[config.mk]
export PLATFORM = sky130hd
export DESIGN_NAME = led_matrix_two_wire_refresher_unit
export DESIGN_NICKNAME = d
export VERILOG_FILES = /design/src/rtl/core/lmr_pkg.sv /design/src/rtl/core/lmr_front.sv /design/src/rtl/core/lmr_queue.sv /design/src/rtl/core/lmr_back.sv /design/src/rtl/core/led_matrix_two_wire_refresher_unit.sv
export VERILOG_INCLUDE_DIRS = /design/src /design/src/rtl/core
export SDC_FILE = /design/constraint.sdc
export NUM_CORES = 1
export LEC_CHECK = 0
export ABC_AREA = 1
export BUFFER_PORTS_ARGS = -buffer_cell sky130_fd_sc_hd__buf_2
export CAP_MARGIN = 10
export CORE_MARGIN = 10
export CORE_UTILIZATION = 25
export DETAILED_ROUTE_END_ITERATION = 7
export PLACE_DENSITY_LB_ADDON = 0.12
export SYNTH_ARGS = -nofsm -noshare
export SYNTH_HDL_FRONTEND = slang
export SYNTH_SLANG_ARGS = --single-unit
export TNS_END_PERCENT = 1
[constraint.sdc]
create_clock -name aclk -period 7.1 [get_ports aclk]
set_clock_uncertainty 0.2 [all_clocks]
set_input_delay 1.775 -clock aclk [delete_from_list [all_inputs] [get_ports aclk]]
set_output_delay 1.775 -clock aclk [all_outputs]
set_load 0.005 [all_outputs]
[src/rtl/core/led_matrix_two_wire_refresher_unit_assert.svh]
// ---------------------------------------------------------------------------
// led matrix refresher assertion macros
// concurrent checks on aclk, with or without the reset guard
// ---------------------------------------------------------------------------
`ifndef LED_MATRIX_TWO_WIRE_REFRESHER_UNIT_ASSERT_SVH
`define LED_MATRIX_TWO_WIRE_REFRESHER_UNIT_ASSERT_SVH

`ifndef NO_ASSERTIONS
// checked outside reset only
`define LMR_ASSERT(label, prop, msg) \
    label: assert property (@(posedge aclk) disable iff (!aresetn) prop) else $error(msg);
// checked at every edge, reset included
`define LMR_ASSERT_ALWAYS(label, prop, msg) \
    label: assert property (@(posedge aclk) prop) else $error(msg);
`else
`define LMR_ASSERT(label, prop, msg)
`define LMR_ASSERT_ALWAYS(label, prop, msg)
`endif

`endif

[src/rtl/core/lmr_pkg.sv]
// ---------------------------------------------------------------------------
// lmr_pkg
// shared types and command bytes of the led matrix refresher
// ---------------------------------------------------------------------------
`default_nettype none

package lmr_pkg;

    typedef enum logic [1:0] {
        KIND_TICK    = 2'd0,
        KIND_PIXEL   = 2'd1,
        KIND_CLEAR   = 2'd2,
        KIND_REFRESH = 2'd3
    } lmr_kind_t;

    typedef enum logic [2:0] {
        SEQ_IDLE  = 3'd0,
        SEQ_START = 3'd1,
        SEQ_BIT   = 3'd2,
        SEQ_TAIL  = 3'd3,
        SEQ_STOP  = 3'd4
    } lmr_step_t;

    // classified request handed from front to back
    typedef struct packed {
        lmr_kind_t  kind;
        logic       in_range;
        logic [7:0] mask;
        logic [3:0] col;
        logic       on;
    } lmr_item_t;

    typedef struct packed {
        logic accepted;
        logic busy_res;
        logic data_pin;
        logic clock_pin;
    } lmr_result_t;

    localparam logic [7:0] CMD_DATA = 8'h40;
    localparam logic [7:0] CMD_ADDR = 8'hC0;
    localparam logic [7:0] CMD_CTRL = 8'h88;

    localparam int QUEUE_DEPTH = 2;

endpackage

`default_nettype wire

[src/rtl/core/lmr_front.sv]
// ---------------------------------------------------------------------------
// lmr_front
// input register that classifies each request and precomputes the pixel mask
// ---------------------------------------------------------------------------
`default_nettype none

module lmr_front #(
    parameter int COLUMNS = 16,
    parameter int ROWS    = 8
) (
    input  wire                aclk,
    input  wire                aresetn,
    input  wire                in_valid,
    output logic               in_ready,
    input  wire [1:0]          in_op,
    input  wire [2:0]          in_row,
    input  wire [3:0]          in_col,
    input  wire                in_on,
    output logic               out_valid,
    input  wire                out_ready,
    output lmr_pkg::lmr_item_t out_item
);
    import lmr_pkg::*;

    logic      valid_reg;
    lmr_item_t item_reg;
    lmr_item_t item_next;

    assign in_ready  = !valid_reg || out_ready;
    assign out_valid = valid_reg;
    assign out_item  = item_reg;

    always_comb begin
        item_next.kind     = lmr_kind_t'(in_op);
        item_next.in_range = ({1'b0, in_row} < 4'(ROWS)) && ({1'b0, in_col} < 5'(COLUMNS));
        item_next.mask     = 8'(1) << in_row;
        item_next.col      = in_col;
        item_next.on       = in_on;
    end

    always_ff @(posedge aclk) begin
        if (!aresetn) begin
            valid_reg <= 1'b0;
        end else if (in_ready) begin
            valid_reg <= in_valid;
        end
    end

    always_ff @(posedge aclk) begin
        if (in_ready && in_valid) begin
            item_reg <= item_next;
        end
    end

endmodule

`default_nettype wire

[src/rtl/core/lmr_queue.sv]
// ---------------------------------------------------------------------------
// lmr_queue
// short fifo between classifier and sequencer
// ---------------------------------------------------------------------------
`default_nettype none

module lmr_queue (
    input  wire                aclk,
    input  wire                aresetn,
    input  wire                push_valid,
    output logic               push_ready,
    input  lmr_pkg::lmr_item_t push_item,
    output logic               pop_valid,
    input  wire                pop_ready,
    output lmr_pkg::lmr_item_t pop_item
);
    import lmr_pkg::*;

    localparam int PTR_W = (QUEUE_DEPTH > 1) ? $clog2(QUEUE_DEPTH) : 1;
    localparam int CNT_W = $clog2(QUEUE_DEPTH + 1);

    lmr_item_t          entry_reg [QUEUE_DEPTH];
    logic [PTR_W-1:0]   wr_ptr_reg;
    logic [PTR_W-1:0]   rd_ptr_reg;
    logic [CNT_W-1:0]   count_reg;
    logic               do_push;
    logic               do_pop;

    assign push_ready = count_reg != CNT_W'(QUEUE_DEPTH);
    assign pop_valid  = count_reg != '0;
    assign pop_item   = entry_reg[rd_ptr_reg];
    assign do_push    = push_valid && push_ready;
    assign do_pop     = pop_valid && pop_ready;

    always_ff @(posedge aclk) begin
        if (!aresetn) begin
            wr_ptr_reg <= '0;
            rd_ptr_reg <= '0;
            count_reg  <= '0;
        end else begin
            if (do_push) begin
                wr_ptr_reg <= (wr_ptr_reg == PTR_W'(QUEUE_DEPTH - 1)) ? '0 : wr_ptr_reg + 1'b1;
            end
            if (do_pop) begin
                rd_ptr_reg <= (rd_ptr_reg == PTR_W'(QUEUE_DEPTH - 1)) ? '0 : rd_ptr_reg + 1'b1;
            end
            unique case ({do_push, do_pop})
                2'b10:   count_reg <= count_reg + 1'b1;
                2'b01:   count_reg <= count_reg - 1'b1;
                default: count_reg <= count_reg;
            endcase
        end
    end

    always_ff @(posedge aclk) begin
        if (do_push) begin
            entry_reg[wr_ptr_reg] <= push_item;
        end
    end

endmodule

`default_nettype wire

[src/rtl/core/lmr_back.sv]
// ---------------------------------------------------------------------------
// lmr_back
// frame buffer, two-wire slot sequencer and result register
// ---------------------------------------------------------------------------
`default_nettype none
`include "led_matrix_two_wire_refresher_unit_assert.svh"

module lmr_back #(
    parameter int COLUMNS = 16,
    parameter int ROWS    = 8
) (
    input  wire                  aclk,
    input  wire                  aresetn,
    input  wire                  cfg_wr_en,
    input  wire [2:0]            cfg_wr_data,
    input  wire                  item_valid,
    output logic                 item_ready,
    input  lmr_pkg::lmr_item_t   item,
    output logic                 res_valid,
    input  wire                  res_ready,
    output lmr_pkg::lmr_result_t res
);
    import lmr_pkg::*;

    localparam int IDX_W = (COLUMNS > 1) ? $clog2(COLUMNS) : 1;

    logic [ROWS-1:0] fb_reg  [COLUMNS];
    logic [ROWS-1:0] fb_next [COLUMNS];

    lmr_step_t   step_reg,     step_next;
    logic [1:0]  frame_reg,    frame_next;
    logic [4:0]  byte_reg,     byte_next;
    logic [2:0]  bit_reg,      bit_next;
    logic [1:0]  phase_reg,    phase_next;
    logic [7:0]  shift_reg,    shift_next;
    logic        clk_lvl_reg,  clk_lvl_next;
    logic        dat_lvl_reg,  dat_lvl_next;
    logic [2:0]  bright_reg;
    logic        out_valid_reg, out_valid_next;
    lmr_result_t out_reg,      out_next;

    logic        pop;
    logic        busy;
    logic        ok;
    logic [4:0]  fetch_sel;
    logic [4:0]  col_sel;
    logic [4:0]  frame_bytes;
    logic [7:0]  fetch_byte;

    assign item_ready = !out_valid_reg || res_ready;
    assign pop        = item_valid && item_ready;
    assign busy       = step_reg != SEQ_IDLE;
    assign res_valid  = out_valid_reg;
    assign res        = out_reg;

    // byte that the next load picks up: index 0 in a start slot, else the following byte
    always_comb begin
        fetch_sel   = (step_reg == SEQ_START) ? 5'd0 : byte_reg + 5'd1;
        col_sel     = fetch_sel - 5'd1;
        frame_bytes = (frame_reg == 2'd1) ? 5'(COLUMNS + 1) : 5'd1;
        priority if (frame_reg == 2'd0) begin
            fetch_byte = CMD_DATA;
        end else if (frame_reg == 2'd2) begin
            fetch_byte = CMD_CTRL | {5'b0, bright_reg};
        end else if (fetch_sel == 5'd0) begin
            fetch_byte = CMD_ADDR;
        end else if (col_sel < 5'(COLUMNS)) begin
            fetch_byte = 8'(fb_reg[col_sel[IDX_W-1:0]]);
        end else begin
            fetch_byte = 8'h00;
        end
    end

    always_comb begin
        fb_next      = fb_reg;
        step_next    = step_reg;
        frame_next   = frame_reg;
        byte_next    = byte_reg;
        bit_next     = bit_reg;
        phase_next   = phase_reg;
        shift_next   = shift_reg;
        clk_lvl_next = clk_lvl_reg;
        dat_lvl_next = dat_lvl_reg;
        ok           = 1'b1;

        if (pop) begin
            unique case (item.kind)
                KIND_TICK: begin
                    unique case (step_reg)
                        SEQ_START: begin
                            unique case (phase_reg)
                                2'd0: begin
                                    dat_lvl_next = 1'b1;
                                    clk_lvl_next = 1'b1;
                                    phase_next   = 2'd1;
                                end
                                2'd1: begin
                                    dat_lvl_next = 1'b0;
                                    phase_next   = 2'd2;
                                end
                                default: begin
                                    clk_lvl_next = 1'b0;
                                    byte_next    = 5'd0;
                                    shift_next   = fetch_byte;
                                    bit_next     = 3'd0;
                                    phase_next   = 2'd0;
                                    step_next    = SEQ_BIT;
                                end
                            endcase
                        end
                        SEQ_BIT: begin
                            unique case (phase_reg)
                                2'd0: begin
                                    clk_lvl_next = 1'b0;
                                    phase_next   = 2'd1;
                                end
                                2'd1: begin
                                    dat_lvl_next = shift_reg[0];
                                    phase_next   = 2'd2;
                                end
                                default: begin
                                    clk_lvl_next = 1'b1;
                                    shift_next   = shift_reg >> 1;
                                    phase_next   = 2'd0;
                                    if (bit_reg == 3'd7) begin
                                        step_next = SEQ_TAIL;
                                    end else begin
                                        bit_next = bit_reg + 3'd1;
                                    end
                                end
                            endcase
                        end
                        SEQ_TAIL: begin
                            clk_lvl_next = 1'b0;
                            byte_next    = fetch_sel;
                            if (fetch_sel < frame_bytes) begin
                                shift_next = fetch_byte;
                                bit_next   = 3'd0;
                                phase_next = 2'd0;
                                step_next  = SEQ_BIT;
                            end else begin
                                step_next  = SEQ_STOP;
                                phase_next = 2'd0;
                            end
                        end
                        SEQ_STOP: begin
                            unique case (phase_reg)
                                2'd0: begin
                                    clk_lvl_next = 1'b0;
                                    phase_next   = 2'd1;
                                end
                                2'd1: begin
                                    dat_lvl_next = 1'b0;
                                    phase_next   = 2'd2;
                                end
                                2'd2: begin
                                    clk_lvl_next = 1'b1;
                                    phase_next   = 2'd3;
                                end
                                default: begin
                                    dat_lvl_next = 1'b1;
                                    phase_next   = 2'd0;
                                    byte_next    = 5'd0;
                                    bit_next     = 3'd0;
                                    if (frame_reg == 2'd2) begin
                                        frame_next = 2'd0;
                                        step_next  = SEQ_IDLE;
                                    end else begin
                                        frame_next = frame_reg + 2'd1;
                                        step_next  = SEQ_START;
                                    end
                                end
                            endcase
                        end
                        default: begin
                            // tick while idle leaves everything alone
                            step_next = SEQ_IDLE;
                        end
                    endcase
                end
                KIND_PIXEL: begin
                    if (busy) begin
                        ok = 1'b0;
                    end else if (item.in_range) begin
                        if (item.on) begin
                            fb_next[item.col[IDX_W-1:0]] =
                                fb_reg[item.col[IDX_W-1:0]] | item.mask[ROWS-1:0];
                        end else begin
                            fb_next[item.col[IDX_W-1:0]] =
                                fb_reg[item.col[IDX_W-1:0]] & ~item.mask[ROWS-1:0];
                        end
                    end
                end
                KIND_CLEAR: begin
                    if (busy) begin
                        ok = 1'b0;
                    end else begin
                        for (int i = 0; i < COLUMNS; i++) begin
                            fb_next[i] = '0;
                        end
                    end
                end
                default: begin
                    if (busy) begin
                        ok = 1'b0;
                    end else begin
                        step_next  = SEQ_START;
                        frame_next = 2'd0;
                        byte_next  = 5'd0;
                        bit_next   = 3'd0;
                        phase_next = 2'd0;
                    end
                end
            endcase
        end

        out_valid_next = pop || (out_valid_reg && !res_ready);
        if (pop) begin
            out_next.clock_pin = clk_lvl_next;
            out_next.data_pin  = dat_lvl_next;
            out_next.busy_res  = step_next != SEQ_IDLE;
            out_next.accepted  = ok;
        end else begin
            out_next = out_reg;
        end
    end

    always_ff @(posedge aclk) begin
        if (!aresetn) begin
            step_reg      <= SEQ_IDLE;
            frame_reg     <= 2'd0;
            byte_reg      <= 5'd0;
            bit_reg       <= 3'd0;
            phase_reg     <= 2'd0;
            shift_reg     <= 8'h00;
            clk_lvl_reg   <= 1'b1;
            dat_lvl_reg   <= 1'b1;
            bright_reg    <= 3'd7;
            out_valid_reg <= 1'b0;
            for (int i = 0; i < COLUMNS; i++) begin
                fb_reg[i] <= '0;
            end
        end else begin
            step_reg      <= step_next;
            frame_reg     <= frame_next;
            byte_reg      <= byte_next;
            bit_reg       <= bit_next;
            phase_reg     <= phase_next;
            shift_reg     <= shift_next;
            clk_lvl_reg   <= clk_lvl_next;
            dat_lvl_reg   <= dat_lvl_next;
            out_valid_reg <= out_valid_next;
            fb_reg        <= fb_next;
            if (cfg_wr_en) begin
                bright_reg <= cfg_wr_data;
            end
        end
    end

    always_ff @(posedge aclk) begin
        out_reg <= out_next;
    end

    `LMR_ASSERT(busy_matches_seq, pop |=> (res.busy_res == (step_reg != SEQ_IDLE)), "busy flag disagrees with sequencer")
    `LMR_ASSERT(reject_while_busy, (pop && busy && item.kind != KIND_TICK) |=> !res.accepted, "command taken during refresh")
    `LMR_ASSERT(idle_lines_high, (step_reg == SEQ_IDLE) |-> (clk_lvl_reg && dat_lvl_reg), "lines not released while idle")
    `LMR_ASSERT_ALWAYS(bit_phase_range, (step_reg == SEQ_BIT) |-> (phase_reg != 2'd3), "bit slot phase out of range")

endmodule

`default_nettype wire

[src/rtl/core/led_matrix_two_wire_refresher_unit.sv]
// ---------------------------------------------------------------------------
// led_matrix_two_wire_refresher_unit
// frame buffer and slot-by-slot refresh driver for a two-wire led matrix
// ---------------------------------------------------------------------------
// usage:
//   s_ channel carries one request per handshake: s_tuser holds the op
//   (tick, pixel write, clear, start refresh), s_tdata the pixel fields.
//   every request yields exactly one result on the m_ channel with the
//   clock and data line levels, the busy flag and the accepted flag.
//   a refresh sends three frames; each tick request advances one slot,
//   496 ticks for the whole refresh at 16 columns.
//   a request passes the input register, the queue and the sequencer result
//   register on its way to the result. one request per cycle is sustained
//   while m_tready is high; the sequencer and frame buffer update once per request.
//   when m_tready is low the result register holds, the two-entry queue and
//   the input register fill, and s_tready drops after three requests wait.
//   reset clears the frame buffer, returns the sequencer to idle with both
//   lines high and sets brightness to 7. cfg_wr_en writes brightness and
//   should only be used while no request is in flight.
// ---------------------------------------------------------------------------
`default_nettype none

module led_matrix_two_wire_refresher_unit #(
    parameter int COLUMNS = 16,
    parameter int ROWS    = 8
) (
    input  wire        aclk,
    input  wire        aresetn,
    input  wire        cfg_wr_en,
    input  wire [2:0]  cfg_wr_data,
    input  wire        s_tvalid,
    output logic       s_tready,
    input  wire [7:0]  s_tdata,   // pixel_row[2:0], pixel_col[6:3], pixel_on[7]
    input  wire [1:0]  s_tuser,   // op[1:0]
    output logic       m_tvalid,
    input  wire        m_tready,
    output logic [7:0] m_tdata    // clock_pin[0], data_pin[1], busy_res[2], accepted[3], zero[7:4]
);
    import lmr_pkg::*;

    logic        front_valid;
    logic        queue_ready;
    lmr_item_t   front_item;
    logic        queue_valid;
    logic        back_ready;
    lmr_item_t   queue_item;
    lmr_result_t back_res;

    lmr_front #(
        .COLUMNS (COLUMNS),
        .ROWS    (ROWS)
    ) u_front (
        .aclk      (aclk),
        .aresetn   (aresetn),
        .in_valid  (s_tvalid),
        .in_ready  (s_tready),
        .in_op     (s_tuser),
        .in_row    (s_tdata[2:0]),
        .in_col    (s_tdata[6:3]),
        .in_on     (s_tdata[7]),
        .out_valid (front_valid),
        .out_ready (queue_ready),
        .out_item  (front_item)
    );

    lmr_queue u_queue (
        .aclk       (aclk),
        .aresetn    (aresetn),
        .push_valid (front_valid),
        .push_ready (queue_ready),
        .push_item  (front_item),
        .pop_valid  (queue_valid),
        .pop_ready  (back_ready),
        .pop_item   (queue_item)
    );

    lmr_back #(
        .COLUMNS (COLUMNS),
        .ROWS    (ROWS)
    ) u_back (
        .aclk        (aclk),
        .aresetn     (aresetn),
        .cfg_wr_en   (cfg_wr_en),
        .cfg_wr_data (cfg_wr_data),
        .item_valid  (queue_valid),
        .item_ready  (back_ready),
        .item        (queue_item),
        .res_valid   (m_tvalid),
        .res_ready   (m_tready),
        .res         (back_res)
    );

    assign m_tdata = {4'b0000, back_res.accepted, back_res.busy_res,
                      back_res.data_pin, back_res.clock_pin};

endmodule

`default_nettype wire
==> results of run 1 <==
-- stage by stage --
stage | util [%] | power (mW) | hold slack (ps)
after floorplan | - | 3.62 | 221
after global placement | 26.4 | 4.73 | 227
after CTS | 28.3 | 6.13 | 246
after global routing | 28.4 | 6.49 | 265
final | 28.4 | 6.09 | 244
after detailed placement | 26.4 | 4.73 | 229
-- final timing paths --
path	end	cells after the start	from
hold reg to reg	u_queue.entry_reg[0][7]	0	u_front.out_item[7]
hold / removal	u_queue.entry_reg[0][7]	0	u_front.out_item[7]
setup / recovery	u_back.fb_reg[98]	12	register
setup reg to reg	u_back.fb_reg[98]	12	register
-- final cells by class --
type                       count  area (sq um)  area share, %
multi-input combinational   1224          5870           45.4
sequential                   212          4730           36.6
tap                          600           751           5.81
clock buffer                  33           708           5.48
inverter                     127           494           3.83
timing repair buffer          33           210           1.63
clock inverter                15           155           1.20
-- cells in the final DEF (no fill, tap or decap), types with 3 or more instances in the layout --
| cell type | count |
|---|---|
| nand2_4 | 3 |
| a21oi_1 | 178 |
| inv_4 | 3 |
| clkinv_2 | 4 |
| clkbuf_16 | 27 |
| buf_4 | 9 |
| inv_6 | 3 |
| a21oi_2 | 10 |
| clkbuf_1 | 5 |
| buf_2 | 23 |
| bufinv_16 | 3 |
| o211ai_1 | 15 |
| inv_1 | 117 |
| nor2_4 | 5 |
| a31oi_1 | 4 |
| nor2_1 | 165 |
| dfxtp_1 | 163 |
| ha_1 | 16 |
| inv_2 | 5 |
| nand4_1 | 6 |
| nand2_2 | 13 |
| a211oi_1 | 5 |
| o21ai_0 | 60 |
| conb_1 | 4 |
| nor3_2 | 16 |
| mux2i_1 | 8 |
| or2_2 | 5 |
| edfxtp_1 | 49 |
| nor3_1 | 9 |
| o21bai_4 | 7 |
| nand3_1 | 137 |
| a22oi_1 | 6 |
| nand2_1 | 534 |
| clkinv_1 | 5 |
-- per-layer routing --
layer,track usage (%),vias up,share of wire [%]
li1,-,5316,-
met1,19.7,5009,47
met2,23.3,283,45
met3,1.82,55,5.1
met4,5.03,0,2.8
met5,0,-,0
-- cell families (layout without fill, tap and decap cells) --
group | count (synthesis) | in the layout | share of synthesized area [%]
mux | 9 | 9 | 0.792
fa+ha+maj | 16 | 16 | 1.74
other cells | 1 | 4 | 0.0325
buf+inv | 204 | 208 | 8.23
compound gates | 293 | 293 | 14.7
simple gates | 902 | 902 | 33.4
flops | 212 | 212 | 41.0
-- worst max-delay path, cell delays in order (launching register included) --
cell and delay, ps:
dfxtp_1 940, inv_6 100, or2_2 300, o21ai_0 160, inv_1 120, ha_1 230, nor2_1 80, o21ai_1 100
nor2_4 420, nand2_2 460, nor3_2 690, nand2_1 120, a21oi_1 160
-- power by group through the flow --
stage               clock, mW  combinational (mW)  sequential (mW)
CTS                      1.41                3.31             1.41
global route             1.46                3.61             1.42
finish                   1.37                3.31             1.41
detailed placement          0                3.30             1.43
global placement            0                3.30             1.43
floorplan                   0                2.23             1.40
==> metrics.yaml, run 1 <==
port_buffers: 23
finalHoldViolations: 0
seq_area_frac_synth_pct: 41.0
wl_per_cell_um: 18.6
tns_ps: 0
ctsHoldBuffers: 0
syn_inst: 1637
cts_max_path_buffers: 3
place_congestion: 0.838
switching_share_pct: 51.5
maxSlewViolCount: 0
clockRootBuffer: "clkbuf_16"
max_cap_violations: 0
die_y_um: 235
largest_reg_flops: 128
num-nets-final: 1659
grt_max_degree: 69
critPathLaunchType: "register"
clock_latency_ps: 550
p_leak_nw: 4.74
synth_edf_count: 49
clkPwrFrac_pct: 22.5
diodes: 0
setup_ws_ps: 2930
syn_area_per_cell_sq_um: 7.05
start_util_pct: 25.4
finalSetupViolCount: 0
dieArea_sq_mm: 0.0551
reg2reg_slack_ps: 2930
synth.area.top_cells: "dfxtp_1, nand2_1, edfxtp_1, a21oi_1, nand3_1"
netlist_area_sq_mm: 0.0115
fmax_ghz: 0.240
layout-drive-gt1-share_pct: 9.12
antenna_found_initial: 0
yosys.area.top_type: "dfxtp_1"
netlist_top_cells_count: "nand2_1, a21oi_1, nor2_1"
grt_pass1_wl_um: 63200
drc_errors: 0
clk_pin_slew_worst_paths_ps: 60
wirelength_um: 41700
post-synth-top-area-fraction_pct: 28.3
dpl-instance-area_sq_mm: 0.0120
cts-buffers-inserted: 27
fin_area_sq_mm: 0.0129
via_count: 10700
cp-end-kind: "register"
coreArea_sq_mm: 0.0455
cts_tree: "built"
grt_overflow: 0
ios: 28
vias_per_cell: 4.75
p_per_area_mw_per_mm2: 472
finalCritPeriodShare_pct: 58.8
seq_power_share_pct: 23.1
max_slew_margin_pct: 36.8
cp_max_fo: 17
placementRows: 78
grt_usage_pct: 14.5
grt_pass1_vias: 10100
synth_warnings: 0
ys.flop_type: "dfxtp_1"
ir_drop_uv: 252
fillers: 5030
cp_data_required_time_ps: 7380
power.internal_mw: 2.96
dp_slack_ps: 2620
ys_seq_elements: 212
period_needed_ps: 4170
p_sw_mw: 3.14
p_comb_share_pct: 54.4
status: "complete, no violations"
final_cells: 2244
critical_path_class: "reg -> reg"
dr.first_iter.drc_count: 816
tightest_slew_ps: 946
firstDrtPassIters: 5
htreeDepth: 1
antenna_left: 0
hpwlAfterDp_um: 27800
ctsResizeCount: 0
yosysMostFrequentCell: "nand2_1"
die_width_um: 235
clock-sinks: 212
area_growth_pct: 12.0
place_inst: 2195
synthArstFlopShare_pct: 0
rsz0062_at_grt: "false"
cts_setup_buffers: 0
worstPathArrival_ps: 4450
yosysUniqueCellTypes: 48
hold_path.class: "reg -> reg"
Power figures use the tool's default switching activity.
==> run 2, diff against run 1 <==
clock period = 3.4 ns   (was 7.1 ns; I/O delays follow)
==> run 2 against run 1 <==
Die area is the same. Clock-buffer cell count is 1 lower. Cell count increased by 1.2%. Via count grew 1.1%. Power increased by 110%. Cell area is 1.9% higher. Non-clock buffer count up 28. Combinational power increased by 120%. First-iteration DRC count rose by 8.6%. Register-to-register slack got worse by 2700 ps. Critical path type unchanged. Critical endpoint is now u_back.fb_reg[100].
==> metrics.yaml, run 2 (synthesis results as in run 1) <==
coreArea_sq_mm: 0.0455  # unchanged
maxSlewViolCount: 0  # unchanged
num-nets-final: 1686  # was 1,659
cp_data_required_time_ps: 3670  # was 7380 ps
dpl-instance-area_sq_mm: 0.0123  # was 0.0120 sq mm
antenna_found_initial: 0  # unchanged
cts_setup_buffers: 0  # unchanged
ctsHoldBuffers: 0  # unchanged
ctsResizeCount: 0  # unchanged
die_y_um: 235  # unchanged
ff2ff_path_depth: 11  # was 12
fillers: 5093  # was 5,030
placementRows: 78  # unchanged
place_congestion: 0.856  # was 0.838
tightest_slew_ps: 913  # was 946 ps
finalHoldViolations: 0  # unchanged
finalCritPeriodShare_pct: 92.6  # was 58.8%
p_leak_nw: 4.88  # was 4.74 nW
area_growth_pct: 14.2  # was 12.0%
antenna_left: 0  # unchanged
wl_per_cell_um: 18.5  # was 18.6 um
die_width_um: 235  # unchanged
start_util_pct: 25.4  # unchanged
worstPathArrival_ps: 3420  # was 4450 ps
period_needed_ps: 3150  # was 4170 ps
mostFrequentLayoutCells: "nand2_1, a21oi_1, nor2_1, dfxtp_1, nand3_1"  # unchanged
vias_per_cell: 4.75  # about the same
timing.rr.end: "u_back.fb_reg[100]"  # was u_back.fb_reg[98]
drc_errors: 0  # unchanged
dieArea_sq_mm: 0.0551  # unchanged
max_slew_margin_pct: 38.5  # was 36.8%
ir_drop_uv: 568  # was 252 uV
ios: 28  # unchanged
clk_pin_slew_worst_paths_ps: 60  # about the same
via_count: 10800  # was 10,700
cp_max_fo: 16  # was 17
cts-buffers-inserted: 26  # was 27
worstHoldStart: "u_front.out_item[8]"  # was u_front.out_item[7]
grt_pass1_wl_um: 64200  # was 63,200 um
holdPathStages: 0  # unchanged
p_total_mw: 13.0  # was 6.09 mW
port_buffers: 23  # unchanged
layout-drive-gt1-share_pct: 10.6  # was 9.12%
grt_usage_pct: 14.7  # was 14.5%
rsz0062_at_grt: "true"  # was false
tns_ps: 0  # unchanged
dp_slack_ps: 238  # was 2620 ps
largest_reg_flops: 128  # unchanged
final_common_cell: "nand2_1"  # unchanged
grt_pass1_vias: 10200  # was 10,100
setup_ws_ps: 250  # was 2930 ps
wirelength_um: 42000  # was 41,700 um
reg2reg_slack_ps: 250  # was 2930 ps
fin_area_sq_mm: 0.0132  # was 0.0129 sq mm
diodes: 0  # unchanged
dr.first_iter.drc_count: 886  # was 816
cp-end-kind: "register"  # unchanged
fmax_ghz: 0.317  # was 0.240 GHz
status: "complete, no violations"  # unchanged
grt_max_degree: 59  # was 69
critical_path_class: "reg -> reg"  # unchanged
hold_path.class: "reg -> reg"  # unchanged
hpwlAfterDp_um: 29400  # was 27,800 um
clock_latency_ps: 560  # was 550 ps
grt_overflow: 0  # unchanged
htreeDepth: 1  # unchanged
cts_tree: "built"  # unchanged
firstDrtPassIters: 7  # was 5
p_per_area_mw_per_mm2: 990  # was 472 mW/mm^2
critPathLaunchType: "register"  # unchanged
clockRootBuffer: "clkbuf_16"  # unchanged
cts_max_path_buffers: 3  # unchanged
finalSetupViolCount: 0  # unchanged
holdPathEnd: "u_queue.entry_reg[0][8]"  # was u_queue.entry_reg[0][7]
clock-sinks: 212  # unchanged
max_cap_violations: 0  # unchanged
-- run 2: changes by cell type in the layout (fill, tap and decap cells not counted), sizes merged --
cell      delta
buf         +28
inv          -2
clkinvlp     +1
clkbuf       -1
clkinv       +2
-- run 2: area by class of cell --
cell class              instances  area [sq um]  share of cell area, %
clock buffers                  32           683                   5.19
inverters                     127           494                   3.75
repair buffers                 61           475                   3.61
multi-input cells            1224          5870                   44.5
well taps                     600           751                   5.70
clock inverters                16           165                   1.25
flip-flops and latches        212          4730                   35.9
-- run 2: worst max-delay path, stage by stage, from the launching register on --
cell     delay, ps
dfxtp_1        350
buf_4          180
o21ai_0        390
inv_1          120
ha_1           230
nor2_1          80
o21ai_1        100
nor2_4         110
nand2_2        400
nor3_2         630
nand2_1        110
a21oi_1        140
-- run 2: per-layer routing --
| layer | vias to the layer above | part of all wire, % | GRT usage, % |
|---|---|---|---|
| li1 | 5363 | - | - |
| met2 | 268 | 45 | 23.3 |
| met1 | 5088 | 47 | 20.1 |
| met4 | 0 | 2.8 | 4.95 |
| met3 | 66 | 5.0 | 2.18 |
| met5 | - | 0 | 0 |
-- run 2: report_power, final --
| part | internal, mW | total [mW] | switching [mW] |
|---|---|---|---|
| Sequential | 2.78 | 2.90 | 0.122 |
| Clock | 1.65 | 2.80 | 1.14 |
| Combinational | 2.02 | 7.34 | 5.32 |
-- run 2: how the worst max path moves through the flow --
| stage | start | end | slack (ps) | depth (start not counted) |
|---|---|---|---|---|
| final | register | u_back.fb_reg[100] | 250 | 11 |
| after global routing | register | u_back.fb_reg[67] | -90 | 12 |
| after CTS | register | u_back.fb_reg[112] | 220 | 11 |
| after detailed placement | m_tready | u_back.fb_reg[112] | 240 | 9 |
| after global placement | m_tready | u_back.fb_reg[22] | 300 | 9 |
| after floorplan | u_back.step_reg[2] | u_back.shift_reg[2] | 480 | 19 |
-- run 2: stage by stage --
step | utilization, % | instances | hold WS (ps)
floorplan | - | 1640 | 221
global placement | 27.1 | 2224 | 226
detailed placement | 27.1 | 2224 | 229
CTS | 29.0 | 2272 | 240
global route | 29.0 | 2272 | 242
finish | 29.0 | 2272 | 241
